File: config.mk
export PLATFORM = sky130hd
export DESIGN_NAME = argb_overlay_alpha_compositor
export DESIGN_NICKNAME = d
export VERILOG_FILES = /design/src/rtl/aoac_pkg.sv /design/src/rtl/aoac_place.sv /design/src/rtl/aoac_mix.sv /design/src/rtl/argb_overlay_alpha_compositor.sv
export SDC_FILE = /design/constraint.sdc
export NUM_CORES = 1
export LEC_CHECK = 0
export BUFFER_PORTS_ARGS = -buffer_cell sky130_fd_sc_hd__buf_2
export CORE_MARGIN = 4
export CORE_UTILIZATION = 45
export CTS_BUF_LIST = sky130_fd_sc_hd__clkbuf_16
export DETAILED_ROUTE_END_ITERATION = 8
export MAX_ROUTING_LAYER = met4
export PLACE_DENSITY_LB_ADDON = 0.12
export RECOVER_POWER = 25
export SYNTH_ARGS = -nofsm -noshare
export SYNTH_HDL_FRONTEND = slang
export SYNTH_SLANG_ARGS = --single-unit
File: constraint.sdc
create_clock -name clk -period 9.16 [get_ports clk]
set_input_delay 1.832 -clock clk [delete_from_list [all_inputs] [get_ports clk]]
set_output_delay 1.832 -clock clk [all_outputs]
set_load 0.005 [all_outputs]
File: src/rtl/aoac_pkg.sv
`timescale 1ns / 1ps
`default_nettype none

package aoac_pkg;

	// Largest overlay dimension and the limit set by the 12-bit destination fields.
	localparam int unsigned MAX_DIM    = 4096;
	localparam int unsigned DEST_LIMIT = 4096;
	localparam int unsigned FRAME_LIM  = (MAX_DIM < DEST_LIMIT) ? MAX_DIM : DEST_LIMIT;

	localparam int DIM_W = 13;
	localparam int POS_W = 12;
	localparam int PIX_W = 32;

	localparam logic [DIM_W-1:0] MAX_DIM_V   = DIM_W'(MAX_DIM);
	localparam logic [DIM_W-1:0] FRAME_LIM_V = DIM_W'(FRAME_LIM);
	localparam logic [DIM_W-1:0] COUNT_MAX   = 13'd8191;

	localparam logic [7:0]       ALPHA_OPAQUE = 8'hff;
	localparam logic [7:0]       ALPHA_CLEAR  = 8'h00;

	// Configuration register indexes.
	localparam logic [2:0] REG_FRAME_WIDTH   = 3'd0;
	localparam logic [2:0] REG_FRAME_HEIGHT  = 3'd1;
	localparam logic [2:0] REG_SOURCE_WIDTH  = 3'd2;
	localparam logic [2:0] REG_SOURCE_HEIGHT = 3'd3;
	localparam logic [2:0] REG_HALF_SCALE    = 3'd4;
	localparam logic [2:0] REG_CENTER_MODE   = 3'd5;
	localparam logic [2:0] REG_OFFSET_X      = 3'd6;
	localparam logic [2:0] REG_OFFSET_Y      = 3'd7;

	// Register file contents as seen by the placement logic.
	typedef struct packed {
		logic [DIM_W-1:0]        frame_width;
		logic [DIM_W-1:0]        frame_height;
		logic [DIM_W-1:0]        source_width;
		logic [DIM_W-1:0]        source_height;
		logic                    half_scale;
		logic [1:0]              center_mode;
		logic signed [DIM_W-1:0] offset_x;
		logic signed [DIM_W-1:0] offset_y;
	} cfg_t;

	// Placement result for one overlay pixel.
	typedef struct packed {
		logic             keep;
		logic [POS_W-1:0] dx;
		logic [POS_W-1:0] dy;
	} place_t;

	// Weighted channel sums before the divide by 255.
	typedef struct packed {
		logic [15:0] r;
		logic [15:0] g;
		logic [15:0] b;
	} mix_t;

	// Clamp a 13-bit dimension to a limit.
	function automatic logic [DIM_W-1:0] dim_clamp(input logic [DIM_W-1:0] v,
		input logic [DIM_W-1:0] lim);
		return (v < lim) ? v : lim;
	endfunction

	// Exact floor(v / 255) for any v up to 255 * 255.
	function automatic logic [7:0] div255(input logic [15:0] v);
		logic [16:0] t;
		t = {1'b0, v} + 17'd1 + {9'd0, v[15:8]};
		return t[15:8];
	endfunction

endpackage

`default_nettype wire

File: src/rtl/aoac_place.sv
`timescale 1ns / 1ps
`default_nettype none

module aoac_place (
	input  wire aoac_pkg::cfg_t                     cfg,
	input  wire logic [aoac_pkg::DIM_W-1:0]         col,
	input  wire logic [aoac_pkg::DIM_W-1:0]         row,
	output aoac_pkg::place_t                        place
);

	logic [aoac_pkg::DIM_W-1:0] fw, fh, sw, sh, kw, kh, x, y, org_x, org_y;
	logic [aoac_pkg::DIM_W:0]   dx_full, dy_full;
	logic                       kept, in_frame;

	// Clamped frame and source dimensions, and the size of the kept image.
	assign fw = aoac_pkg::dim_clamp(cfg.frame_width, aoac_pkg::FRAME_LIM_V);
	assign fh = aoac_pkg::dim_clamp(cfg.frame_height, aoac_pkg::FRAME_LIM_V);
	assign sw = aoac_pkg::dim_clamp(cfg.source_width, aoac_pkg::MAX_DIM_V);
	assign sh = aoac_pkg::dim_clamp(cfg.source_height, aoac_pkg::MAX_DIM_V);
	assign kw = cfg.half_scale ? (sw >> 1) : sw;
	assign kh = cfg.half_scale ? (sh >> 1) : sh;
	assign x  = cfg.half_scale ? (col >> 1) : col;
	assign y  = cfg.half_scale ? (row >> 1) : row;

	// A pixel survives when it lies on the kept grid inside a non-empty image.
	assign kept = (kw != '0) && (kh != '0) &&
		!(cfg.half_scale && (col[0] || row[0])) &&
		(x < kw) && (y < kh);

	// Origin: centered in the frame, or the offset with a negative value clamped to zero.
	always_comb begin
		if (cfg.center_mode[0]) begin
			org_x = (fw > kw) ? ((fw - kw) >> 1) : '0;
		end else begin
			org_x = cfg.offset_x[aoac_pkg::DIM_W-1] ? '0 : cfg.offset_x;
		end
		if (cfg.center_mode[1]) begin
			org_y = (fh > kh) ? ((fh - kh) >> 1) : '0;
		end else begin
			org_y = cfg.offset_y[aoac_pkg::DIM_W-1] ? '0 : cfg.offset_y;
		end
	end

	// Destination coordinates and the frame bounds check.
	assign dx_full  = {1'b0, org_x} + {1'b0, x};
	assign dy_full  = {1'b0, org_y} + {1'b0, y};
	assign in_frame = (dx_full < {1'b0, fw}) && (dy_full < {1'b0, fh});

	assign place.keep = kept && in_frame;
	assign place.dx   = dx_full[aoac_pkg::POS_W-1:0];
	assign place.dy   = dy_full[aoac_pkg::POS_W-1:0];

endmodule

`default_nettype wire

File: src/rtl/aoac_mix.sv
`timescale 1ns / 1ps
`default_nettype none

module aoac_mix (
	input  wire logic [aoac_pkg::PIX_W-1:0] src,
	input  wire logic [aoac_pkg::PIX_W-1:0] bg,
	output aoac_pkg::mix_t                  mix
);

	logic [7:0] a, na;

	// Source weight is alpha, background weight is its complement to 255.
	assign a  = src[31:24];
	assign na = 8'd255 - a;

	// One 8x8 product pair per channel; the sum never exceeds 255 * 255.
	assign mix.r = 16'(src[23:16] * a) + 16'(bg[23:16] * na);
	assign mix.g = 16'(src[15:8] * a) + 16'(bg[15:8] * na);
	assign mix.b = 16'(src[7:0] * a) + 16'(bg[7:0] * na);

endmodule

`default_nettype wire

File: src/rtl/argb_overlay_alpha_compositor.sv
`timescale 1ns / 1ps
`default_nettype none

// ARGB8888 overlay compositor.
// Input channel (in_valid / in_ready): one overlay pixel per transaction, in raster
// order, with the frame pixel at its destination; first_pixel marks the start of an
// image and restarts the row and column counters.
// Output channel (out_valid / out_ready): one transaction per written pixel, with
// its frame column and row. Pixels off the kept grid, outside the frame, or with
// alpha zero produce no output transaction.
// Throughput is one pixel per cycle. The datapath is two register stages (the input
// register, then the output register that holds the placed and blended pixel), so a
// result is offered on out_valid once it has moved on into the output register.
// When the receiver stalls, the output register holds its transaction, the input
// register fills, and in_ready drops; nothing is lost or repeated.
// Configuration is written through cfg_wr_en / cfg_index / cfg_wdata; the user must
// write it only while the block is idle, which the block itself does not enforce.
// Reset clears the pipeline and counters and loads the register defaults: a
// 256 x 224 frame, an empty overlay, no halving, no centering, zero offsets.
module argb_overlay_alpha_compositor (
	input  wire logic                          clk,
	input  wire logic                          arst_n,
	input  wire logic                          cfg_wr_en,
	input  wire logic [2:0]                    cfg_index,
	input  wire logic [aoac_pkg::DIM_W-1:0]    cfg_wdata,
	input  wire logic                          in_valid,
	output logic                               in_ready,
	input  wire logic                          first_pixel,
	input  wire logic [aoac_pkg::PIX_W-1:0]    source_pixel,
	input  wire logic [aoac_pkg::PIX_W-1:0]    background_pixel,
	output logic                               out_valid,
	input  wire logic                          out_ready,
	output logic [aoac_pkg::POS_W-1:0]         dest_x,
	output logic [aoac_pkg::POS_W-1:0]         dest_y,
	output logic [aoac_pkg::PIX_W-1:0]         out_pixel
);

	aoac_pkg::cfg_t             cfg_q;
	logic [aoac_pkg::DIM_W-1:0] col_q, row_q, col_cur, row_cur, sw;
	logic [aoac_pkg::DIM_W:0]   col_next;

	logic                       v_s1;
	logic [aoac_pkg::DIM_W-1:0] col_s1, row_s1;
	logic [aoac_pkg::PIX_W-1:0] px_s1, bg_s1;

	logic                       v_s2;
	logic [aoac_pkg::POS_W-1:0] dx_s2, dy_s2;
	logic [aoac_pkg::PIX_W-1:0] pix_s2;

	logic                       en_s1, en_s2, in_acc;
	aoac_pkg::place_t           place;
	aoac_pkg::mix_t             mix;
	logic [7:0]                 alpha_s1;
	logic [aoac_pkg::PIX_W-1:0] pix_next;

	// Configuration register file.
	always_ff @(posedge clk or negedge arst_n) begin
		if (!arst_n) begin
			cfg_q.frame_width   <= 13'd256;
			cfg_q.frame_height  <= 13'd224;
			cfg_q.source_width  <= '0;
			cfg_q.source_height <= '0;
			cfg_q.half_scale    <= 1'b0;
			cfg_q.center_mode   <= '0;
			cfg_q.offset_x      <= '0;
			cfg_q.offset_y      <= '0;
		end else if (cfg_wr_en) begin
			case (cfg_index)
				aoac_pkg::REG_FRAME_WIDTH:   cfg_q.frame_width   <= cfg_wdata;
				aoac_pkg::REG_FRAME_HEIGHT:  cfg_q.frame_height  <= cfg_wdata;
				aoac_pkg::REG_SOURCE_WIDTH:  cfg_q.source_width  <= cfg_wdata;
				aoac_pkg::REG_SOURCE_HEIGHT: cfg_q.source_height <= cfg_wdata;
				aoac_pkg::REG_HALF_SCALE:    cfg_q.half_scale    <= cfg_wdata[0];
				aoac_pkg::REG_CENTER_MODE:   cfg_q.center_mode   <= cfg_wdata[1:0];
				aoac_pkg::REG_OFFSET_X:      cfg_q.offset_x      <= cfg_wdata;
				aoac_pkg::REG_OFFSET_Y:      cfg_q.offset_y      <= cfg_wdata;
				default: ;
			endcase
		end
	end

	// Pipeline flow control: a stage loads when it is empty or its content moves on.
	assign en_s2    = !v_s2 || out_ready;
	assign en_s1    = !v_s1 || en_s2;
	assign in_ready = en_s1;
	assign in_acc   = in_valid && in_ready;

	// Position counters; first_pixel puts the current pixel at the origin.
	assign sw       = aoac_pkg::dim_clamp(cfg_q.source_width, aoac_pkg::MAX_DIM_V);
	assign col_cur  = first_pixel ? '0 : col_q;
	assign row_cur  = first_pixel ? '0 : row_q;
	assign col_next = {1'b0, col_cur} + 14'd1;

	always_ff @(posedge clk or negedge arst_n) begin
		if (!arst_n) begin
			col_q <= '0;
			row_q <= '0;
		end else if (in_acc) begin
			if (col_next >= {1'b0, sw}) begin
				col_q <= '0;
				row_q <= (row_cur < aoac_pkg::COUNT_MAX) ? row_cur + 13'd1 : row_cur;
			end else begin
				col_q <= col_next[aoac_pkg::DIM_W-1:0];
				row_q <= row_cur;
			end
		end
	end

	// Stage 1: input register.
	always_ff @(posedge clk or negedge arst_n) begin
		if (!arst_n) begin
			v_s1 <= 1'b0;
		end else if (en_s1) begin
			v_s1 <= in_valid;
		end
	end

	always_ff @(posedge clk) begin
		if (in_acc) begin
			col_s1 <= col_cur;
			row_s1 <= row_cur;
			px_s1  <= source_pixel;
			bg_s1  <= background_pixel;
		end
	end

	// Placement and channel products for the pixel in stage 1.
	aoac_place u_place (
		.cfg   (cfg_q),
		.col   (col_s1),
		.row   (row_s1),
		.place (place)
	);

	aoac_mix u_mix (
		.src (px_s1),
		.bg  (bg_s1),
		.mix (mix)
	);

	assign alpha_s1 = px_s1[31:24];

	// Opaque pixels are copied; any other alpha blends and forces alpha to opaque.
	always_comb begin
		if (alpha_s1 == aoac_pkg::ALPHA_OPAQUE) begin
			pix_next = px_s1;
		end else begin
			pix_next = {aoac_pkg::ALPHA_OPAQUE, aoac_pkg::div255(mix.r),
				aoac_pkg::div255(mix.g), aoac_pkg::div255(mix.b)};
		end
	end

	// Stage 2: output register; dropped pixels leave no output transaction.
	always_ff @(posedge clk or negedge arst_n) begin
		if (!arst_n) begin
			v_s2 <= 1'b0;
		end else if (en_s2) begin
			v_s2 <= v_s1 && place.keep && (alpha_s1 != aoac_pkg::ALPHA_CLEAR);
		end
	end

	always_ff @(posedge clk) begin
		if (en_s2) begin
			dx_s2  <= place.dx;
			dy_s2  <= place.dy;
			pix_s2 <= pix_next;
		end
	end

	assign out_valid = v_s2;
	assign dest_x    = dx_s2;
	assign dest_y    = dy_s2;
	assign out_pixel = pix_s2;

endmodule

`default_nettype wire
==> flow_summary.ini <==
[layout]
nNetsFinal = 3761
final_common_cell = inv_1
final_cell_mix = 507 x inv_1, 318 x ha_1, 292 x fa_1
fin_util = 0.496
diodes = 0
stdcell_count = 3938
drive_above_1_share = 0.113
syn_to_final_growth_pct = 9.32

[sta]
period_minus_slack_ps = 8430
fin_skew_ps = 30.9
layout_setup_ws_ps = 728
finalSetupViolations = 0
worst_slew_pin_slew_ps = 3180
max_clock_freq_mhz = 119
slew_headroom = -1.12
slew_violations = 97
timing.final.crit_share = 0.921
hold_viol = 0

[grt]
antenna_found_initial = 0
grt-ovfl-total = 0
grt.total_usage = 0.225
grt_pass1_wl_mm = 118
grt_start_max_net_pins = 62
grt_pass1_vias = 22237

[route]
drc_errors = 0
dr.pass1.iters = 5
drt-total-wl_mm = 71.9
route.vias.total = 20976
ant_nets = 0
initialDrtViolationCount = 1048
viasPerCell = 5.33
routedWlPerCell_um = 18.2

[placed_design]
gp_congestion = 0.929
place_ws_ps = 735
io_buffers = 135
dp.cells = 3873
place_hpwl_mm = 54.6

[critical_path]
slowest_delay_ps = 590
worst_setup_path_start_kind = flip-flop
cp.required_ps = 9630
crit_family = compound AO/OA/AOI/OAI gates
cp_slowest_cell = dfrtp_4
cp_num_buf_inv = 3
critPathMaxFanout = 17
worstSetupEndpointType = flip-flop
worstPathArrival_ps = 8910
path_class = reg2reg

[logic_synthesis]
synth_area_leader_cell = fa_1
synthCells = 2948
synth_warnings = 0
async_reset_ff_frac = 0.441
synth_edf_count = 138
ys_ff_latch = 247
yosysSeqAreaShare = 0.240
avgSynthCellArea_um2 = 9.71
yosys-top-cells-area = fa_1 20%, edfxtp_1 14%, ha_1 14%
synthDominantCellAreaShare = 0.204
ys_types = 86
ys.flop_type = edfxtp_1
synthesis.area_um2 = 28600

[cts]
post_cts_buffers = 0
htreeDepth = 2
clockRootBuffer = clkbuf_16
cts_tree = yes
cts.path.max_buffers = 3
path_clk_slew_ps = 60
cts-buffers-inserted = 35
clkSinkCount = 247
clock_latency_ps = 560

[worst_hold_path]
hp-class = reg2reg

[floorplanning]
initial_utilization = 0.454
io_pins = 144
die_y_um = 260
design.die.area_um2 = 67700
placementRows = 92
core_area_um2 = 63100
fp.dieW_um = 260

[run_status]
violations = max-capacitance violations, max-slew violations
status = finished, violations left

[flow_run]
maxCapViolations = 2
[worst paths after layout]
kind	slack, ps	from	endpoint	cells past startpoint
max	730	cfg_q[28]$_DFFE_PN0P_	out_valid$_DFFE_PN0P_	35
min	480	col_q[6]$_DFFE_PN0P_	col_q[6]$_DFFE_PN0P_	2
max reg2reg	730	cfg_q[28]$_DFFE_PN0P_	out_valid$_DFFE_PN0P_	35
min reg2reg	480	col_q[6]$_DFFE_PN0P_	col_q[6]$_DFFE_PN0P_	2
max in group asynchronous	4640	arst_n	cfg_q[28]$_DFFE_PN0P_	2
min in group asynchronous	2340	arst_n	cfg_q[73]$_DFFE_PN0P_	1
[cells in the mapped netlist (6+ instances only)]
cell        n
a21oi_1    81
mux2i_1    19
nand2b_1   95
or3_1      15
a22o_1     19
ha_1      318
xnor2_1    55
nor3_1     35
nor2_1     85
nand4b_1    6
clkbuf_1   73
o21bai_1   12
a211oi_1   14
nand3b_1    7
edfxtp_1  138
a21boi_0   10
and2_1    119
o21ai_1     7
nand4_1    21
a32o_1      6
inv_1     498
a211o_1    10
a21o_1     25
and3_1     20
or4_1       7
o31ai_1    12
nor3b_1     6
a22oi_1     6
or2_2      16
xor2_1     28
o211ai_1   13
o21ai_0    80
nor4_1     11
nor2b_1   175
a31oi_1    21
fa_1      292
o21a_1     31
mux2_2    105
dfrtp_1   105
nand2_1   215
nand3_1    42
buf_1      14
[cell type report]
class                           instances  area (µm²)
Tap cell                              846        1060
Clock buffer                           35         876
Timing Repair Buffer                  161         855
Multi-Input combinational cell       2117       19600
Fill cell                            6014       31800
Timing Repair inverter                  1        5.00
Sequential cell                       247        6880
Inverter                              502        1890
Clock inverter                         29         168
[sequential cells by signal, summed over array words and instances (netlist names), 12 cells and up]
| signal | count |
|---|---|
| dest_y | 12 |
| col_q | 13 |
| cfg_q | 81 |
| row_q | 13 |
| px_s1 | 32 |
| row_s1 | 13 |
| bg_s1 | 24 |
| out_pixel | 32 |
| col_s1 | 13 |
| dest_x | 12 |
[worst register-to-register path: cells and delay by family, from the launching register on]
kind | cells | cell delay (ps)
multiplexers | 1 | 170
AND/OR/NAND/NOR | 6 | 1190
buffers and inverters | 3 | 530
adder cells (fa/ha/maj) | 4 | 1210
flip-flops | 1 | 590
AO/OA/AOI/OAI | 20 | 4530
XOR/XNOR | 1 | 130
[kinds of logic (layout without fill, tap and decap cells)]
family | count (synthesis) | after routing | synth area share
AO/OA/AOI/OAI | 401 | 401 | 0.0959
XOR/XNOR | 85 | 85 | 0.0271
multiplexers | 124 | 124 | 0.0479
AND/OR/NAND/NOR | 885 | 885 | 0.167
adder cells (fa/ha/maj) | 611 | 611 | 0.344
other | 2 | 11 | 0.000262
flip-flops | 247 | 247 | 0.240
buffers and inverters | 593 | 728 | 0.0784
[per-stage QoR]
step / TNS (ps) / hold WS [ps] / cell area, µm²
detailed placement: 0 / 467 / 30300
CTS: 0 / 480 / 31300
finish: 0 / 476 / 31300
floorplan: 0 / 442 / 28700
global route: -3.11 / 511 / 31300
global placement: 0 / 458 / 30300
[layer usage]
layer,up-vias,track usage,share of wire,wire (µm)
met3,108,0.0258,0.036,2610
met5,-,-,0,0
met1,10485,0.296,0.45,32600
met4,0,0.0619,0.027,1930
met2,384,0.370,0.48,34700
li1,9999,-,-,-
[what timing repair did]
item,CTS,global route
gates resized for setup,0,5
hold buffers,0,0
setup endpoints to repair,0,1
Power is not shown: default switching activity piles up to over one toggle a cycle in this logic, so the estimate is an artifact.
